[config.mk]
export PLATFORM = sky130hd
export DESIGN_NAME = slphs_mix
export DESIGN_NICKNAME = d
export VERILOG_FILES = /design/src/rtl/core/slphs_pkg.sv /design/src/rtl/core/slphs_mix.sv
export SDC_FILE = /design/constraint.sdc
export NUM_CORES = 2
export LEC_CHECK = 0
export ABC_AREA = 1
export BUFFER_PORTS_ARGS = -buffer_cell sky130_fd_sc_hd__buf_2
export CORE_MARGIN = 4
export CORE_UTILIZATION = 55
export DETAILED_ROUTE_END_ITERATION = 12
export PLACE_DENSITY = 0.68
export REMOVE_ABC_BUFFERS = 1
export SETUP_SLACK_MARGIN = 0.5
export SLEW_MARGIN = 20
export SYNTH_ARGS = -nofsm -noshare
export SYNTH_HDL_FRONTEND = slang
export SYNTH_SLANG_ARGS = --single-unit
export TNS_END_PERCENT = 100
[constraint.sdc]
create_clock -name clk -period 21.7 [get_ports clk]
set_input_delay 3.255 -clock clk [delete_from_list [all_inputs] [get_ports clk]]
set_output_delay 3.255 -clock clk [all_outputs]
set_load 0.01 [all_outputs]
[src/rtl/core/slphs_pkg.sv]
// Shared types and constants for the sharded linear-probe hash set.
package slphs_pkg;

    localparam int FP_W    = 64;
    localparam int LIMIT_W = 7;

    localparam logic [63:0] MIX_ADD = 64'h9e3779b97f4a7c15;
    localparam logic [63:0] MIX_M1  = 64'hbf58476d1ce4e5b9;
    localparam logic [63:0] MIX_M2  = 64'h94d049bb133111eb;

    typedef enum logic [1:0] {
        RES_INSERTED = 2'd0,
        RES_PRESENT  = 2'd1,
        RES_ABSENT   = 2'd2,
        RES_FULL     = 2'd3
    } result_t;

    localparam logic REQ_INSERT = 1'b0;
    localparam logic REQ_QUERY  = 1'b1;

    // Micro-op sequence for the shared multiplier.
    typedef enum logic [2:0] {
        MOP_M1  = 3'd0,
        MOP_M2  = 3'd1,
        MOP_FIN = 3'd2
    } mix_op_t;

    typedef struct packed {
        logic start;
        logic busy;
        logic done;
    } mix_ctrl_t;

endpackage

[src/rtl/core/slphs_mix.sv]
// Iterative splitmix64 finaliser: one 32x32 partial product per cycle.
module slphs_mix
(
    input  logic        clk,
    input  logic        rst_n,
    input  logic        start,
    input  logic [63:0] din,
    output logic        done,
    output logic [63:0] dout
);
    // Each 64x64 (low half) multiply uses three partial products:
    // alo*blo, alo*bhi, ahi*blo.
    typedef enum logic [4:0] {
        S_IDLE = 5'b00001,
        S_PP0  = 5'b00010,
        S_PP1  = 5'b00100,
        S_PP2  = 5'b01000,
        S_OUT  = 5'b10000
    } st_t;

    st_t         st_reg, st_next;
    logic        pass_reg, pass_next;
    logic [63:0] a_reg, a_next;
    logic [63:0] acc_reg, acc_next;
    logic [31:0] ma, mb;
    logic [63:0] prod;
    logic [63:0] kconst;
    logic [63:0] v0;

    assign kconst = pass_reg ? slphs_pkg::MIX_M2 : slphs_pkg::MIX_M1;
    assign prod   = 64'(ma) * 64'(mb);
    assign v0     = din + slphs_pkg::MIX_ADD;

    always_comb
    begin
        ma = a_reg[31:0];
        mb = kconst[31:0];
        unique case (st_reg)
            S_PP1:   mb = kconst[63:32];
            S_PP2:
            begin
                ma = a_reg[63:32];
                mb = kconst[31:0];
            end
            default: ;
        endcase
    end

    always_comb
    begin
        st_next   = st_reg;
        pass_next = pass_reg;
        a_next    = a_reg;
        acc_next  = acc_reg;
        done      = 1'b0;
        unique case (st_reg)
            S_IDLE:
                if (start)
                begin
                    a_next    = v0 ^ (v0 >> 30);
                    pass_next = 1'b0;
                    st_next   = S_PP0;
                end
            S_PP0:
            begin
                acc_next = prod;
                st_next  = S_PP1;
            end
            S_PP1:
            begin
                acc_next = acc_reg + {prod[31:0], 32'd0};
                st_next  = S_PP2;
            end
            S_PP2:
            begin
                acc_next = acc_reg + {prod[31:0], 32'd0};
                st_next  = S_OUT;
            end
            S_OUT:
                if (!pass_reg)
                begin
                    a_next    = acc_reg ^ (acc_reg >> 27);
                    pass_next = 1'b1;
                    st_next   = S_PP0;
                end
                else
                begin
                    done    = 1'b1;
                    st_next = S_IDLE;
                end
            default: st_next = S_IDLE;
        endcase
    end

    assign dout = acc_reg ^ (acc_reg >> 31);

    always_ff @(posedge clk or negedge rst_n)
    begin
        if (!rst_n)
        begin
            st_reg   <= S_IDLE;
            pass_reg <= 1'b0;
        end
        else
        begin
            st_reg   <= st_next;
            pass_reg <= pass_next;
        end
    end

    always_ff @(posedge clk)
    begin
        a_reg   <= a_next;
        acc_reg <= acc_next;
    end
endmodule

**Yosys cells after proc, flatten, opt, wreduce, memory -nomap -nowiden**

Index checks and enable logic that the tools add are counted.

- Input port bits: 67
- Flip-flop bits (word level): 134
- Logic and storage cells: 36

- Reduce and logical (&&, ||, !) cells: 5
- Multipliers: 1
- Equal/unequal tests: 7
- $add $sub $neg: 2
- Bitwise gates (word level): 3
- Muxes and demuxes: 14

Operator list:

| kind | count |
|---|---|
| one-hot mux 64 bit (2 select lines) | 2 |
| 2-to-1 mux 64 bit | 2 |
| adder 64 bit | 1 |
| adder 64 bit, second input constant | 1 |
| multiplier 32 x 32 -> 64 bit | 1 |
| 2-to-1 mux 32 bit | 2 |
| bitwise XOR 64 x 33 -> 64 bit | 1 |
| bitwise XOR 64 x 34 -> 64 bit | 1 |
| bitwise XOR 64 x 37 -> 64 bit | 1 |
| 2-to-1 mux 62 bit | 1 |
| one-hot mux 5 bit (5 select lines) | 1 |
| == test 5 x 1 -> 1 bit, second input constant | 1 |
| == test 5 x 2 -> 1 bit, second input constant | 1 |
| == test 5 x 3 -> 1 bit, second input constant | 1 |
| == test 5 x 4 -> 1 bit, second input constant | 1 |
| == test 5 bit, second input constant | 1 |
| 2-to-1 mux 5 bit | 1 |
| inequality test 2 bit, second input constant | 2 |
| nonzero test 2 bit | 2 |
| 2-to-1 mux 1 bit | 3 |
| AND reduction 3 bit | 1 |
| 2-to-1 mux 2 bit | 1 |
| one-hot mux 1 bit (2 select lines) | 1 |
| AND reduction 2 bit | 1 |
| OR reduction 2 bit | 1 |

**Longest topological paths before layout**

- Depth after elaboration: 5
- Gate-level depth with buffers: 48
- Gate-level depth less buffers: 46

**Worst setup path after synthesis**

OpenSTA, ideal clock, no wires.

- Kind: register -> register
- Start: register st_reg[1]
- End: register acc_reg[63], data pin
- Arrival: 8735 ps
- Path buffers: 3
- Cell stages (with the launch flop): 41
- Period minus slack after synthesis: 8987 ps
- Path slack: 12713 ps
- Cells stage by stage: dfrtp_1 nor2_2 nand2_2 nor3_2 clkinv_1 clkbuf_1 ha_1 inv_1 clkbuf_1 clkbuf_1 nor2_1 fa_1 fa_1 inv_1 fa_1 fa_1 fa_1 inv_1 [... 5 more ...] inv_1 a21oi_1 inv_1 a21oi_1 nand3_1 xor2_1 ha_1 nand2_1 nor2_1 inv_1 nor2_1 inv_1 nor3_1 a21oi_1 nand3_1 nand2_1 nand2_1 nand2_1

- Longest elaborated chain between the ends: 5
- Elaborated cells between the ends (all ways): 9

RTL lines:

| what | line | RTL |
|---|---|---|
| start, declared | slphs_mix.sv:21 | `st_t st_reg, st_next;` |
| start signal, assigned | slphs_mix.sv:106 | `st_reg <= st_next;` |
| == test 5 x 4 -> 1 bit or == test 5 x 3 -> 1 bit (tied branches) | slphs_mix.sv:38, slphs_mix.sv:56 |  |
| 2-to-1 mux 32 bit | slphs_mix.sv:38 | `unique case (st_reg)` |
| multiplier 32 x 32 -> 64 bit | slphs_mix.sv:31 | `assign prod = 64'(ma) * 64'(mb);` |
| adder 64 bit | slphs_mix.sv:71, slphs_mix.sv:76 |  |
| one-hot mux 64 bit (2 select lines) (*) | slphs_mix.sv:56 | `unique case (st_reg)` |
| via acc_next[63] | slphs_mix.sv:24 | `logic [63:0] acc_reg, acc_next;` |
| end signal, assigned | slphs_mix.sv:114 | `acc_reg <= acc_next;` |
| end, declared | slphs_mix.sv:24 |  |

Mark *: on every way through the listed nets, which the timed path passes. The rest lies on a longest branch.
A chain may end at the register's enable or synchronous reset.

**Final worst setup path**

- Start: register st_reg[0]
- End: register acc_reg[63], data pin

Same word-level chain as after synthesis.

==> impl_metrics.py <==
metrics = {
    "run_status": {
        "status": "complete, no violations",
    },
    "route": {
        "drc": 0,
        "firstDrtPassIters": 6,
        "viasPerCell": 5.73,
        "wirelength_um": 173000,
        "drt-initial-drc-count": 4182,
        "antenna_left": 0,
        "routedWlPerCell_um": 26.9,
        "vias": 36800,
    },
    "timing": {
        "tns_ns": 0,
        "fmax_ghz": 0.0887,
        "hold_violations": 0,
        "final_max_slew_viol_count": 0,
        "whs_ns": 0.558,
        "skew_ns": 0.0160,
        "worstMarginPinSlew_ns": 1.21,
        "period_share_pct": 51.9,
        "final-setup-viol-count": 0,
        "rsz0062_at_grt": "false",
        "min_period_ns": 11.27,
        "worst_slew_margin_rel_pct": 19.3,
    },
    "cts": {
        "clock_latency_ns": 0.44,
        "clock-root-buffer": "clkbuf_16",
        "cts_tree": "yes",
        "cts_resized": 0,
        "clkSlewWorstSetupHoldPaths_ns": 0.06,
        "clock-sinks": 134,
        "post_cts_buffers": 0,
        "ctsHtreeMaxLevel": 4,
        "clockBufferDepth": 2,
        "numCtsBuffers": 17,
        "cts_hold_buf": 0,
    },
    "layout": {
        "layout-drive-gt1-share_pct": 6.51,
        "nets": 6640,
        "final_util_pct": 58.1,
        "area_delta_synth_final_pct": 5.10,
    },
    "grt": {
        "grt_pass1_vias": 37800,
        "grt_usage_pct": 42.9,
        "grt_pass1_wl_um": 255000,
        "grt_start_max_net_pins": 68,
        "grt_overflow": 0,
        "antenna_found_initial": 10,
    },
    "critical_path": {
        "cp.arrival_ns": 11.47,
        "required_ns": 21.90,
        "crit_path_max_fanout": 44,
        "slowest_stage": "xor2_1",
        "cp-end-kind": "flop",
        "startpoint_type": "flop",
        "crit_top_cell": "fa_1",
        "slowest_delay_ns": 0.71,
        "crit_type": "reg -> reg",
    },
    "synthesis": {
        "async_flop_share_pct": 4.48,
        "synth_ff_type": "edfxtp_1",
        "synth_edf_count": 128,
        "yosysUniqueCellTypes": 49,
        "ys_ff_latch": 134,
        "netlist_area_um2": 42800,
        "syn_inst": 5324,
        "ys_warn_count": 0,
        "synth_area_per_cell_um2": 8.04,
        "synth-seq-area-share_pct": 9.34,
    },
    "placement": {
        "gp_congestion": 1.03,
        "port-buffer-count": 131,
        "hpwl_um": 151000,
    },
    "floorplanning": {
        "chipHeight_um": 287,
        "rows": 102,
        "start_util_pct": 55.3,
        "die-area_um2": 82300,
        "io_pins": 132,
        "die_w_um": 287,
        "coreArea_um2": 77300,
    },
    "flow_run": {
        "cap_violations": 0,
    },
    "hold_path": {
        "hp-class": "reg -> reg",
    },
}
-- cell families (layout without fill, tap and decap cells) --
group	Yosys count	after routing	share of synthesized area (%)
simple gates	2014	2014	19.5
flops	134	134	9.34
compound gates	408	408	5.61
fa+ha+maj	1195	1195	49.4
other cells	0	5	0
xor+xnor	155	155	3.19
buf+inv	1418	1484	13.0
-- cell usage after synthesis (47+ instances only) --
cell type	instances	area, µm²
edfxtp_1	128	3840
nor2_1	718	2700
o21ai_0	116	581
buf_4	47	353
nand3_1	229	1150
ha_1	372	4650
fa_1	823	16500
a21oi_1	164	821
inv_1	1256	4710
clkbuf_1	56	210
nand2_1	883	3310
xor2_1	127	1110
-- routing by layer --
layer	global-route usage, %	wire [µm]	vias up
li1	-	-	16100
met1	55.1	65400	18000
met2	64.8	74800	2265
met3	14.5	21200	498
met4	21.6	11700	4
met5	1.19	150	-
-- through the flow --
stage	setup WS (ns)	instances	instance area, µm²
after floorplan	10.91	5188	42000
after global placement	10.12	6399	44300
after detailed placement	10.63	6399	44300
after CTS	10.56	6430	45000
after global routing	9.91	6432	45000
final	10.43	6435	45000
-- worst max-delay path: cells and delay by family (launching register included) --
kind            cells  cell delay, ns
flops               1            0.57
simple gates       13            1.69
xor+xnor            1            0.71
compound gates      7            1.71
fa+ha+maj          10            4.75
buf+inv             8            1.51
-- worst paths after layout --
path | start | endpoint | slack (ns) | cells after the start
setup / recovery | st_reg[0] | acc_reg[63] | 10.43 | 39
hold / removal | st_reg[3] | st_reg[3] | 0.56 | 1
setup reg to reg | st_reg[0] | acc_reg[63] | 10.43 | 39
hold reg to reg | st_reg[3] | st_reg[3] | 0.56 | 1
max in group asynchronous | rst_n | st_reg[0] | 18.84 | 1
min in group asynchronous | rst_n | pass_reg | 2.64 | 1
-- placed cells by master (no fill, tap or decap), types with 12 or more instances in the layout --
cell / Yosys / final
o21ai_2: 27 / 27
nor2_2: 30 / 31
clkbuf_16: 0 / 17
buf_4: 47 / 40
xor2_1: 127 / 127
o21ai_0: 116 / 116
nand3b_1: 21 / 21
edfxtp_1: 128 / 128
xnor2_1: 27 / 27
a21o_1: 12 / 12
inv_2: 24 / 24
nor2_1: 718 / 717
or2_2: 38 / 38
nand2_1: 883 / 883
a21oi_1: 164 / 163
o21bai_1: 26 / 26
fa_1: 823 / 823
buf_2: 28 / 131
a31oi_1: 18 / 18
nand3_1: 229 / 228
inv_1: 1256 / 1256
nand4_1: 31 / 31
ha_1: 372 / 372
nor3_1: 39 / 39
-- cell type report --
cell class	count	area (µm²)
Multi-Input combinational cell	3772	33300
Fill cell	7282	32400
Sequential cell	134	4000
Antenna cell	5	12.5
Inverter	1282	4810
Tap cell	1040	1300
Timing Repair Buffer	171	956
Clock buffer	18	429
Clock inverter	13	195
Power is left out: the tool's default activity adds up to more than one toggle a clock period on the data nets, which glitch-free logic cannot reach.
